==> config.mk <==
export PLATFORM = sky130hd
export DESIGN_NAME = mme_ram
export DESIGN_NICKNAME = d
export VERILOG_FILES = /design/src/rtl/core/mme_pkg.sv /design/src/rtl/core/mme_ram.sv
export SDC_FILE = /design/constraint.sdc
export NUM_CORES = 2
export LEC_CHECK = 0
export BUFFER_PORTS_ARGS = -buffer_cell sky130_fd_sc_hd__buf_4
export CAP_MARGIN = 20
export CORE_MARGIN = 4
export CORE_UTILIZATION = 46
export DETAILED_ROUTE_END_ITERATION = 10
export PLACE_DENSITY = 0.73
export SKIP_LAST_GASP = 1
export SYNTH_ARGS = -nofsm -noshare
export SYNTH_HDL_FRONTEND = slang
export SYNTH_SLANG_ARGS = --single-unit
==> constraint.sdc <==
create_clock -name clk_i -period 4.6 [get_ports clk_i]
set_clock_uncertainty 0.05 [all_clocks]
set_input_delay 0.92 -clock clk_i [delete_from_list [all_inputs] [get_ports clk_i]]
set_output_delay 0.92 -clock clk_i [all_outputs]
set_load 0.005 [all_outputs]
==> src/rtl/core/mme_pkg.sv <==
`default_nettype none
// ----------------------------------------------------------------------------
// mme_pkg: shared types and constants of the matrix multiply engine
// sizes, fixed-point format, command and register codes, transaction structs
// ----------------------------------------------------------------------------
package mme_pkg;

  // matrix geometry
  localparam int unsigned MAX_SIDE = 8;
  localparam int unsigned IDX_W    = (MAX_SIDE > 1) ? $clog2(MAX_SIDE) : 1;
  localparam int unsigned ADDR_W   = 2 * IDX_W;
  localparam int unsigned DEPTH    = MAX_SIDE * MAX_SIDE;
  localparam int unsigned DIM_W    = 4;

  // fixed-point format
  localparam int unsigned DATA_W    = 32;
  localparam int unsigned FRAC_BITS = 16;
  localparam int unsigned PROD_W    = 2 * DATA_W;
  localparam int unsigned ACC_W     = PROD_W + $clog2(MAX_SIDE + 1) + 1;

  // configuration port
  localparam int unsigned CFG_IDX_W = 2;

  typedef enum logic [CFG_IDX_W-1:0] {
    CFG_LHS_ROWS   = 2'd0,
    CFG_INNER_SIZE = 2'd1,
    CFG_RHS_COLS   = 2'd2
  } cfg_idx_e;

  typedef enum logic [1:0] {
    CMD_LOAD_LEFT  = 2'd0,
    CMD_LOAD_RIGHT = 2'd1,
    CMD_COMPUTE    = 2'd2
  } cmd_e;

  typedef struct packed {
    logic [1:0]              command;
    logic [2:0]              elem_row;
    logic [2:0]              elem_col;
    logic signed [DATA_W-1:0] elem_value;
  } mme_in_t;

  typedef struct packed {
    logic [2:0]              out_row;
    logic [2:0]              out_col;
    logic signed [DATA_W-1:0] out_value;
    logic                    out_last;
  } mme_out_t;

  // sequencer to multiply-accumulate unit
  typedef struct packed {
    logic clr;    // zero the accumulator
    logic issue;  // operand read issued this cycle
  } mme_mac_ctrl_t;

  typedef struct packed {
    logic busy;   // products still in flight
  } mme_mac_stat_t;

endpackage : mme_pkg
`default_nettype wire

==> src/rtl/core/mme_ram.sv <==
`default_nettype none
// ----------------------------------------------------------------------------
// mme_ram: element store
// one write port, one read port with registered read data
// ----------------------------------------------------------------------------
module mme_ram
  import mme_pkg::*;
(
  input  wire logic                     clk_i,
  input  wire logic                     we_i,
  input  wire logic [ADDR_W-1:0]        waddr_i,
  input  wire logic signed [DATA_W-1:0] wdata_i,
  input  wire logic [ADDR_W-1:0]        raddr_i,
  output logic signed [DATA_W-1:0]      rdata_o
);

  logic signed [DATA_W-1:0] mem_q [DEPTH];

  always_ff @(posedge clk_i) begin
    if (we_i) begin
      mem_q[waddr_i] <= wdata_i;
    end
    rdata_o <= mem_q[raddr_i];
  end

endmodule : mme_ram
`default_nettype wire

==> results.txt <==
outcome - finished clean
maximum VDD drop - 0.416 mV
Synth Register Bits - 2080
PwrDens - 432 mW/mm²
largest family of logic cells by synthesized area - multiplexers
Lkg Pwr - 27.7 nW
Die Span Y - 421 µm
critical path startpoint category - primary input
syn_nets - 3370
most common flop cell mapped by yosys - edfxtp_1
mux share of post-synthesis cell area - 0.168
share of cells above drive strength 1 - 0.300
Routed WL per cell - 32.6 µm
synthesis-to-layout area growth - 13.7%
WS Path Type - primary input to flop
Synth cell types - 34
die area - 0.177 mm²
CP max stage delay - 630 ps
DP HPWL - 108 mm
number of CTS-inserted buffers - 196
most frequent cells after synthesis - edfxtp_1 (2048), mux4_2 (544), nor2_1 (137)
Post-Syn Instances - 3324
Final Critical Period - 3330 ps
Avg Synthesized Cell Area - 23.6 µm²
post-CTS sizing - 0
share of the synthesized area in the top cell type - 0.783
Post-synth EDFFs - 2048
Max Slew Vio Count - 0
Die Span X - 421 µm
Cell Chain, Critical Path - buf_8, buf_12, buf_4, mux4_2, mux4_2, o22ai_1, nor2_1
drt via density - 6.28
CP required - 5220 ps
fraction of registers with async set/reset - 0
Post-Synth Adder-Cell Area - 0
most used cell, CP - mux4_2
unrepaired setup endpoints after global routing - no
RR Endpoint - rdata_o[27]$_DFF_P_
CTS HTree Levels - 4
Yosys Warn Count - 0
# setup viols final - 0
FP Rows - 151
maximum buffer depth of the clock tree - 3
Yosys top cell by area - edfxtp_1
largest net degree at the start of global routing - 68
Final Hold Fails - 0
crit path DAT - 3950 ps
fill count - 12400
Nets - 3619
hold_buf cts - 0
cell with the most instances after synthesis - edfxtp_1
Synth Cell Area - 0.0785 mm²
worst relative slew slack - 0.301
Synth area leaders - edfxtp_1 (78%), mux4_2 (16%), mux2i_1 (1.2%)
core area - 0.169 mm²
Port Buffers - 77
Sink Count - 2080
Final GP Congestion - 0.805
length of the first detailed-routing pass in iterations - 7
Residual DRC - 0
Worst Tran Pin Value - 1050 ps
grt total ovfl - 0
simple-gate share of the synthesized area - 0.0127
Slowest-stage cell, CP - o22ai_1
max cap viols - 0
min-delay src - wdata_i[31]
Cells after DPL - 5593
fmax - 0.300 GHz
final instance count without filler cells - 5959
CP max FO - 32
sequential-to-total area share from yosys stat - 0.791
Worst Reg-to-Reg Cells - 4
FF-to-FF setup slack - 2150 ps
io pins - 78
clk_lat worst skew - 830 ps
element type at the critical path end - flop
first-pass GRT wire length - 279 mm
Post-Route WL - 194 mm
Root Driver - clkbuf_16
All-Layer GR Usage - 0.219
vias in the first global route - 38200
DRT antenna net count - 0
initial drt markers - 5491
Hold Path Class - primary input to flop
end of the worst hold path - mem_q[46][31]$_DFFE_PP_
via count - 37400
CTS tree - yes
setup_tns - 0 ps
complex-gate fraction of the synthesized area - 0.0167
Setup Buffers After CTS - 0
Final period util - 0.725
Post-Synth XOR/XNOR Area - 0
initial antenna violation count - 4
Hold Crit Depth - 1
Initial Util - 0.463
Reg clk slew, reported paths - 60 ps
worst r2r src - mem_q[31][27]$_DFFE_PP_
critical path: cells and delay by family:
family	cells	cell delay, ps
buf+inv	3	1080
mux	2	1040
compound gates	1	630
simple gates	1	120
cell usage in the layout (no fill, tap or decap), types with 27 or more instances in the layout:
master,instances
clkbuf_16,201
edfxtp_1,2048
buf_12,33
clkinv_2,38
nor2_1,75
dfxtp_1,32
buf_4,195
mux4_2,544
a21oi_1,62
clkbuf_1,63
nor2_4,62
mux2i_1,93
o221ai_1,27
o22ai_1,84
kinds of logic after synthesis:
| logic type | count (synthesis) |
|---|---|
| AO/OA/AOI/OAI | 202 |
| buffers and inverters | 182 |
| flip-flops | 2080 |
| multiplexers | 637 |
| AND/OR/NAND/NOR | 223 |
layer usage:
layer  GRT usage  share of wire  routed length (µm)  vias to the layer above
met1       0.301           0.37               72700                    20000
met2       0.348           0.49               95000                     2229
met4      0.0854          0.037                7160                        4
met5           0        0.00011                  21                        -
li1            -              -                   -                    14800
met3      0.0448          0.099               19200                      387
worst max path at each step:
stage / start / end / cells past startpoint
2_1_floorplan: waddr_i[3] / mem_q[48][0]$_DFFE_PP_ / 4
3_3_place_gp: raddr_i[0] / rdata_o[23]$_DFF_P_ / 9
3_5_place_dp: raddr_i[0] / rdata_o[5]$_DFF_P_ / 9
4_1_cts: raddr_i[0] / rdata_o[5]$_DFF_P_ / 9
5_1_grt: raddr_i[0] / rdata_o[23]$_DFF_P_ / 9
6_report: raddr_i[0] / rdata_o[16]$_DFF_P_ / 7
through the flow:
step | total power, W | hold WS (ps) | cell area (µm²) | utilization | setup WS [ps]
2_1_floorplan | 0.0224 | 613 | 78500 | - | 470
3_3_place_gp | 0.0233 | 694 | 83100 | 0.490 | 380
3_5_place_dp | 0.0234 | 707 | 83100 | 0.490 | 325
4_1_cts | 0.0388 | 520 | 89300 | 0.527 | 1230
5_1_grt | 0.0397 | 575 | 89300 | 0.527 | 1090
6_report | 0.0386 | 572 | 89300 | 0.527 | 1270
cell type report:
| cell class | instances | area (µm²) | share of cell area |
|---|---|---|---|
| antenna | 4 | 10.0 | 0.000112 |
| timing repair buffer | 233 | 2200 | 0.0246 |
| multi-input combinational | 1062 | 16000 | 0.179 |
| clock inverter | 83 | 718 | 0.00804 |
| clock buffer | 279 | 5470 | 0.0613 |
| tap | 2218 | 2780 | 0.0311 |
| sequential | 2080 | 62100 | 0.696 |
sequential cells by signal (all words and copies together) (netlist names):
name	flops
rdata_o	32
mem_q	2048
power breakdown:
part / switching [W] / total [W] / internal, W / leakage, nW
Sequential: 0.0000900 / 0.0211 / 0.0210 / 18.7
Combinational: 0.00115 / 0.00190 / 0.000744 / 5.98
Clock: 0.00676 / 0.0156 / 0.00884 / 3.05
Total: 0.00801 / 0.0386 / 0.0306 / 27.7
Note: power is estimated with default switching activity, not from simulation.
