### config.mk
export PLATFORM = sky130hd
export DESIGN_NAME = mme_mac
export DESIGN_NICKNAME = d
export VERILOG_FILES = /design/src/rtl/core/mme_pkg.sv /design/src/rtl/core/mme_mac.sv
export SDC_FILE = /design/constraint.sdc
export NUM_CORES = 2
export LEC_CHECK = 0
export BUFFER_PORTS_ARGS = -buffer_cell sky130_fd_sc_hd__buf_2
export CORE_MARGIN = 5
export CORE_UTILIZATION = 25
export CTS_CLUSTER_DIAMETER = 150
export DETAILED_ROUTE_END_ITERATION = 10
export PLACE_DENSITY_LB_ADDON = 0.3
export SKIP_CTS_REPAIR_TIMING = 1
export SYNTH_ARGS = -nofsm -noshare
export SYNTH_HDL_FRONTEND = slang
export SYNTH_SLANG_ARGS = --single-unit
### constraint.sdc
create_clock -name clk_i -period 4.6 [get_ports clk_i]
set_input_delay 0.23 -clock clk_i [delete_from_list [all_inputs] [get_ports clk_i]]
set_output_delay 0.23 -clock clk_i [all_outputs]
set_load 0.02 [all_outputs]
### src/rtl/core/mme_pkg.sv
`default_nettype none
// ----------------------------------------------------------------------------
// mme_pkg: shared types and constants of the matrix multiply engine
// sizes, fixed-point format, command and register codes, transaction structs
// ----------------------------------------------------------------------------
package mme_pkg;

  // matrix geometry
  localparam int unsigned MAX_SIDE = 8;
  localparam int unsigned IDX_W    = (MAX_SIDE > 1) ? $clog2(MAX_SIDE) : 1;
  localparam int unsigned ADDR_W   = 2 * IDX_W;
  localparam int unsigned DEPTH    = MAX_SIDE * MAX_SIDE;
  localparam int unsigned DIM_W    = 4;

  // fixed-point format
  localparam int unsigned DATA_W    = 32;
  localparam int unsigned FRAC_BITS = 16;
  localparam int unsigned PROD_W    = 2 * DATA_W;
  localparam int unsigned ACC_W     = PROD_W + $clog2(MAX_SIDE + 1) + 1;

  // configuration port
  localparam int unsigned CFG_IDX_W = 2;

  typedef enum logic [CFG_IDX_W-1:0] {
    CFG_LHS_ROWS   = 2'd0,
    CFG_INNER_SIZE = 2'd1,
    CFG_RHS_COLS   = 2'd2
  } cfg_idx_e;

  typedef enum logic [1:0] {
    CMD_LOAD_LEFT  = 2'd0,
    CMD_LOAD_RIGHT = 2'd1,
    CMD_COMPUTE    = 2'd2
  } cmd_e;

  typedef struct packed {
    logic [1:0]              command;
    logic [2:0]              elem_row;
    logic [2:0]              elem_col;
    logic signed [DATA_W-1:0] elem_value;
  } mme_in_t;

  typedef struct packed {
    logic [2:0]              out_row;
    logic [2:0]              out_col;
    logic signed [DATA_W-1:0] out_value;
    logic                    out_last;
  } mme_out_t;

  // sequencer to multiply-accumulate unit
  typedef struct packed {
    logic clr;    // zero the accumulator
    logic issue;  // operand read issued this cycle
  } mme_mac_ctrl_t;

  typedef struct packed {
    logic busy;   // products still in flight
  } mme_mac_stat_t;

endpackage : mme_pkg
`default_nettype wire

### src/rtl/core/mme_mac.sv
`default_nettype none
// ----------------------------------------------------------------------------
// mme_mac: shared multiply-accumulate unit
// registered 32x32 product, wide accumulator, shift and saturate on output
// ----------------------------------------------------------------------------
module mme_mac
  import mme_pkg::*;
(
  input  wire logic                     clk_i,
  input  wire logic                     rst_ni,
  input  wire mme_mac_ctrl_t            ctrl_i,
  input  wire logic signed [DATA_W-1:0] a_i,
  input  wire logic signed [DATA_W-1:0] b_i,
  output mme_mac_stat_t                 stat_o,
  output logic signed [DATA_W-1:0]      result_o
);

  logic                     rd_vld_q;
  logic                     prod_vld_q;
  logic signed [PROD_W-1:0] prod_q;
  logic signed [ACC_W-1:0]  acc_q;
  logic signed [ACC_W-1:0]  acc_d;
  logic signed [ACC_W-1:0]  shifted;
  logic                     ovf;

  // read data arrives in the cycle after the issue
  always_ff @(posedge clk_i or negedge rst_ni) begin
    if (!rst_ni) begin
      rd_vld_q   <= 1'b0;
      prod_vld_q <= 1'b0;
    end else begin
      rd_vld_q   <= ctrl_i.issue;
      prod_vld_q <= rd_vld_q;
    end
  end

  always_comb begin
    acc_d = acc_q;
    if (ctrl_i.clr) begin
      acc_d = '0;
    end else if (prod_vld_q) begin
      acc_d = acc_q + {{(ACC_W-PROD_W){prod_q[PROD_W-1]}}, prod_q};
    end
  end

  always_ff @(posedge clk_i) begin
    if (rd_vld_q) begin
      prod_q <= a_i * b_i;
    end
    acc_q <= acc_d;
  end

  // floor shift, then clamp to the 32-bit range
  assign shifted = acc_q >>> FRAC_BITS;
  assign ovf     = ~((&shifted[ACC_W-1:DATA_W-1]) | ~(|shifted[ACC_W-1:DATA_W-1]));

  always_comb begin
    if (ovf) begin
      result_o = shifted[ACC_W-1] ? {1'b1, {(DATA_W-1){1'b0}}}
                                  : {1'b0, {(DATA_W-1){1'b1}}};
    end else begin
      result_o = shifted[DATA_W-1:0];
    end
  end

  assign stat_o.busy = rd_vld_q | prod_vld_q;

endmodule : mme_mac
`default_nettype wire

==> parameters.txt <==
Parameter                              Value

Synthesis
  Biggest area consumer among synthesized cells ... fa_1
  Synthesized area per cell ... 9.36 um^2
  Fraction of synthesis flops using an asynchronous set or reset pin ... 0.0148
  Post-synth top flop ... dfxtp_1
  Synthesized netlist net count ... 6177
  Area share of the leading cell type in the synthesized netlist ... 0.485
  Count of cell types in the netlist ... 85
  Main area contributors after synthesis ... fa_1 49%, inv_1 8.4%, and2_1 7.3%
  Post-synth EDFFs ... 64
  Sequential share of the synthesized area ... 0.0750
  Flop and latch count out of synthesis ... 135
  Synthesis Warnings ... 0
  Synthesized netlist cell count ... 4774
  Netlist Area Pre-Place ... 0.0447 mm^2

Clock network
  Number of buffers inserted during clock tree synthesis ... 17
  TritonCTS clock tree ... yes
  Sink Count ... 135
  Register clock-pin slew on the reported worst setup and hold paths ... 80 ps
  Buffer depth of the longest clock path ... 2
  Worst-Skew Late Latency ... 450 ps
  Master cell of the clock root buffer ... clkbuf_16
  H-tree Lvls ... 4

Detailed routing
  Wire length reported by the detailed router ... 131 mm
  Number of vias per cell after detailed routing ... 4.38
  Number of optimization iterations in the first detailed-route pass ... 5
  Wirelength per Cell ... 17.4 um
  1st-iter DRT viols ... 1583
  Final antenna-violating net count ... 0
  Number of remaining DRC errors ... 0
  Via Count ... 32.9k

Critical path
  Capturing element type of the critical path ... flop
  Stage delay of the slowest cell on the critical path ... 530 ps
  R2r endpoint ... acc_q[68]
  Kind of start point of the critical path ... input port
  Number of buffers and inverters on the critical path ... 8
  CP Data Arrival Time ... 7450 ps
  FF-to-FF path depth ... 14
  Most repeated library cell on the critical path ... fa_1
  FF-to-FF setup slack ... 680 ps
  Worst reg2reg path startpoint ... prod_q[0]
  Kind of critical path ... in2reg
  Critical path peak fanout ... 9
  Required arrival time at the worst endpoint ... 4800 ps
  Library cell contributing the largest single delay on the critical path ... fa_1
  Top delay family on crit path ... adder cells

GRT
  Number of antenna violations at the first check in global routing ... 8
  Pin count of the biggest net entering global routing ... 51
  Total gr overflow ... 0
  Vias in the first global route ... 36.6k
  First-pass GRT wire length ... 207 mm
  Overall fraction of global-route tracks in use ... 0.140

Die
  Core box area ... 0.178 mm^2
  Row cnt ... 155
  Top Ports ... 101
  Die Ht ... 433 um
  Effective utilization at floorplan ... 0.251
  Die outline width ... 433 um
  Floorplan die area ... 0.187 mm^2

Cells and area
  Register area ... 0.00336 mm^2
  Number of nets in the finished design ... 6556
  Final core utilization ... 0.302
  # fillers ... 18.7k
  Layout area overhead ... 20.4%
  Multi-input gate area ... 0.0378 mm^2
  Layout cell share with drive strength beyond 1 ... 0.179

STA
  Remaining max-slew budget at the tightest pin ... 0.372
  Transition at the pin with the smallest max-transition slack ... 942 ps
  Setup repair after global routing missed its margin ... true
  Minimum clock period ... 7260 ps
  Tcrit/Tclk final ... 1.58
  Fmax ... 0.138 GHz
  Final hold violation count ... 0
  Setup-failing EPs final ... 55
  Number of max-slew violations in the final report ... 0
  Largest clock skew in the final design ... 21.2 ps
  Worst hold slack ... 93.0 ps
  Post-layout worst setup margin ... -2660 ps

Placed design
  Count of buffers inserted at the top-level ports ... 100
  Post-detail-place hpwl ... 115 mm
  Routability-driven placement congestion ratio ... 0.871

Job
  Number of max-cap violations ... 0

Worst hold path
  Hold crit path type ... in2async

Status
  Violations in the final reports ... negative setup slack
  Status ... finished with violations
[sequential cells by signal, indices dropped and copies added, names as in the netlist]
| register | cells |
|---|---|
| prod_q | 64 |
| prod_vld_q | 1 |
| rd_vld_q | 1 |
| acc_q | 69 |
[stage by stage]
| stage | cell area (um^2) | worst slack [ps] | instances | TNS (ps) |
|---|---|---|---|---|
| floorplan | 45300 | -2640 | 4774 | -94810 |
| global placement | 51300 | -3670 | 7451 | -149100 |
| detailed placement | 51300 | -3680 | 7451 | -149520 |
| CTS | 51900 | -3210 | 7483 | -123090 |
| global route | 53800 | -2850 | 7521 | -111210 |
| finish | 53800 | -2660 | 7522 | -100790 |
[cells in the final DEF, fill, tap and decap left out, types with 11 or more instances in the layout]
cell          n
o21bai_1     18
buf_12       29
fa_2         68
a31oi_1      11
clkbuf_16    22
nand4_1      32
a211oi_1     12
ha_1        223
and2_4       34
dfxtp_1      69
xor2_1       48
ha_4         26
buf_2        50
xnor2_1      80
o21ai_1      12
inv_1       972
and2_1      486
buf_4       419
a21oi_2      29
o21a_1       13
nand2_1     541
nor2_1      133
nand2b_1     25
a21oi_1     105
inv_2        31
nand3_1      30
fa_1       1015
buf_6        64
nor2b_1      18
buf_8        23
nor3_1       17
o21ai_0      55
mux2i_1      46
edfxtp_1     64
a21o_1      100
nand2_2      16
[kinds of logic (layout without fill, tap and decap cells)]
group                    Yosys count  after routing  synth area share
AND/OR/NAND/NOR                 1420           1420             0.160
adder cells (fa/ha/maj)         1335           1335             0.556
buffers and inverters           1245           1637             0.105
AO/OA/AOI/OAI                    460            460            0.0679
flip-flops                       135            135            0.0750
XOR/XNOR                         132            132            0.0259
multiplexers                      47             47            0.0106
other                              0              1                 0
[synth_stat cells, types with 6 or more instances]
| cell type | number |
|---|---|
| o211ai_1 | 7 |
| edfxtp_1 | 64 |
| ha_1 | 252 |
| or3_1 | 10 |
| and3_1 | 9 |
| o21ai_1 | 7 |
| nand4_1 | 32 |
| o22ai_1 | 7 |
| o21a_1 | 13 |
| clkbuf_1 | 227 |
| xnor2_1 | 84 |
| nand2_1 | 563 |
| nor2b_1 | 18 |
| nor3b_1 | 7 |
| a21o_1 | 100 |
| nor2_1 | 140 |
| nand2b_1 | 25 |
| a221o_1 | 6 |
| buf_2 | 10 |
| inv_1 | 1004 |
| nor4_1 | 7 |
| xor2_1 | 48 |
| nand3_1 | 33 |
| dfxtp_1 | 69 |
| a21oi_1 | 136 |
| mux2i_1 | 46 |
| and2_1 | 520 |
| o31ai_1 | 11 |
| nor3_1 | 21 |
| a31oi_1 | 13 |
| o21bai_1 | 18 |
| o21ai_0 | 71 |
| a211oi_1 | 14 |
| and4_1 | 6 |
| fa_1 | 1083 |
[layout make-up]
class	instances	area share
inverters	1004	0.0701
clock buffers	17	0.00790
diodes	1	0.0000465
flip-flops and latches	135	0.0624
repair buffers	601	0.0980
clock inverters	15	0.00353
multi-input cells	3394	0.703
well taps	2355	0.0547
[routing by layer]
layer,vias up,wire [um],GRT usage
met3,149,5750,0.0194
met4,6,4020,0.0402
met5,-,41,0
li1,15100,-,-
met1,17000,59800,0.191
met2,641,61400,0.233
[worst reg2reg max path: cells and delay by family, from the launching register on]
family                   cells  cell delay (ps)
AO/OA/AOI/OAI                7             2090
buffers and inverters        1               50
AND/OR/NAND/NOR              3              440
flip-flops                   1              330
adder cells (fa/ha/maj)      2              570
multiplexers                 1              340
[how the worst max path moves through the flow]
stage             from          to  slack (ps)  depth (start not counted)
4_1_cts         b_i[9]  prod_q[63]       -3210                         26
6_report       b_i[14]  prod_q[55]       -2660                         28
3_3_place_gp    b_i[9]  prod_q[63]       -3670                         26
3_5_place_dp    b_i[9]  prod_q[63]       -3680                         26
2_1_floorplan  b_i[16]  prod_q[61]       -2640                         26
5_1_grt        a_i[23]  prod_q[61]       -2850                         28
Power is left out: the tool's default activity adds up to more than one toggle a clock period on the data nets, which glitch-free logic cannot reach.
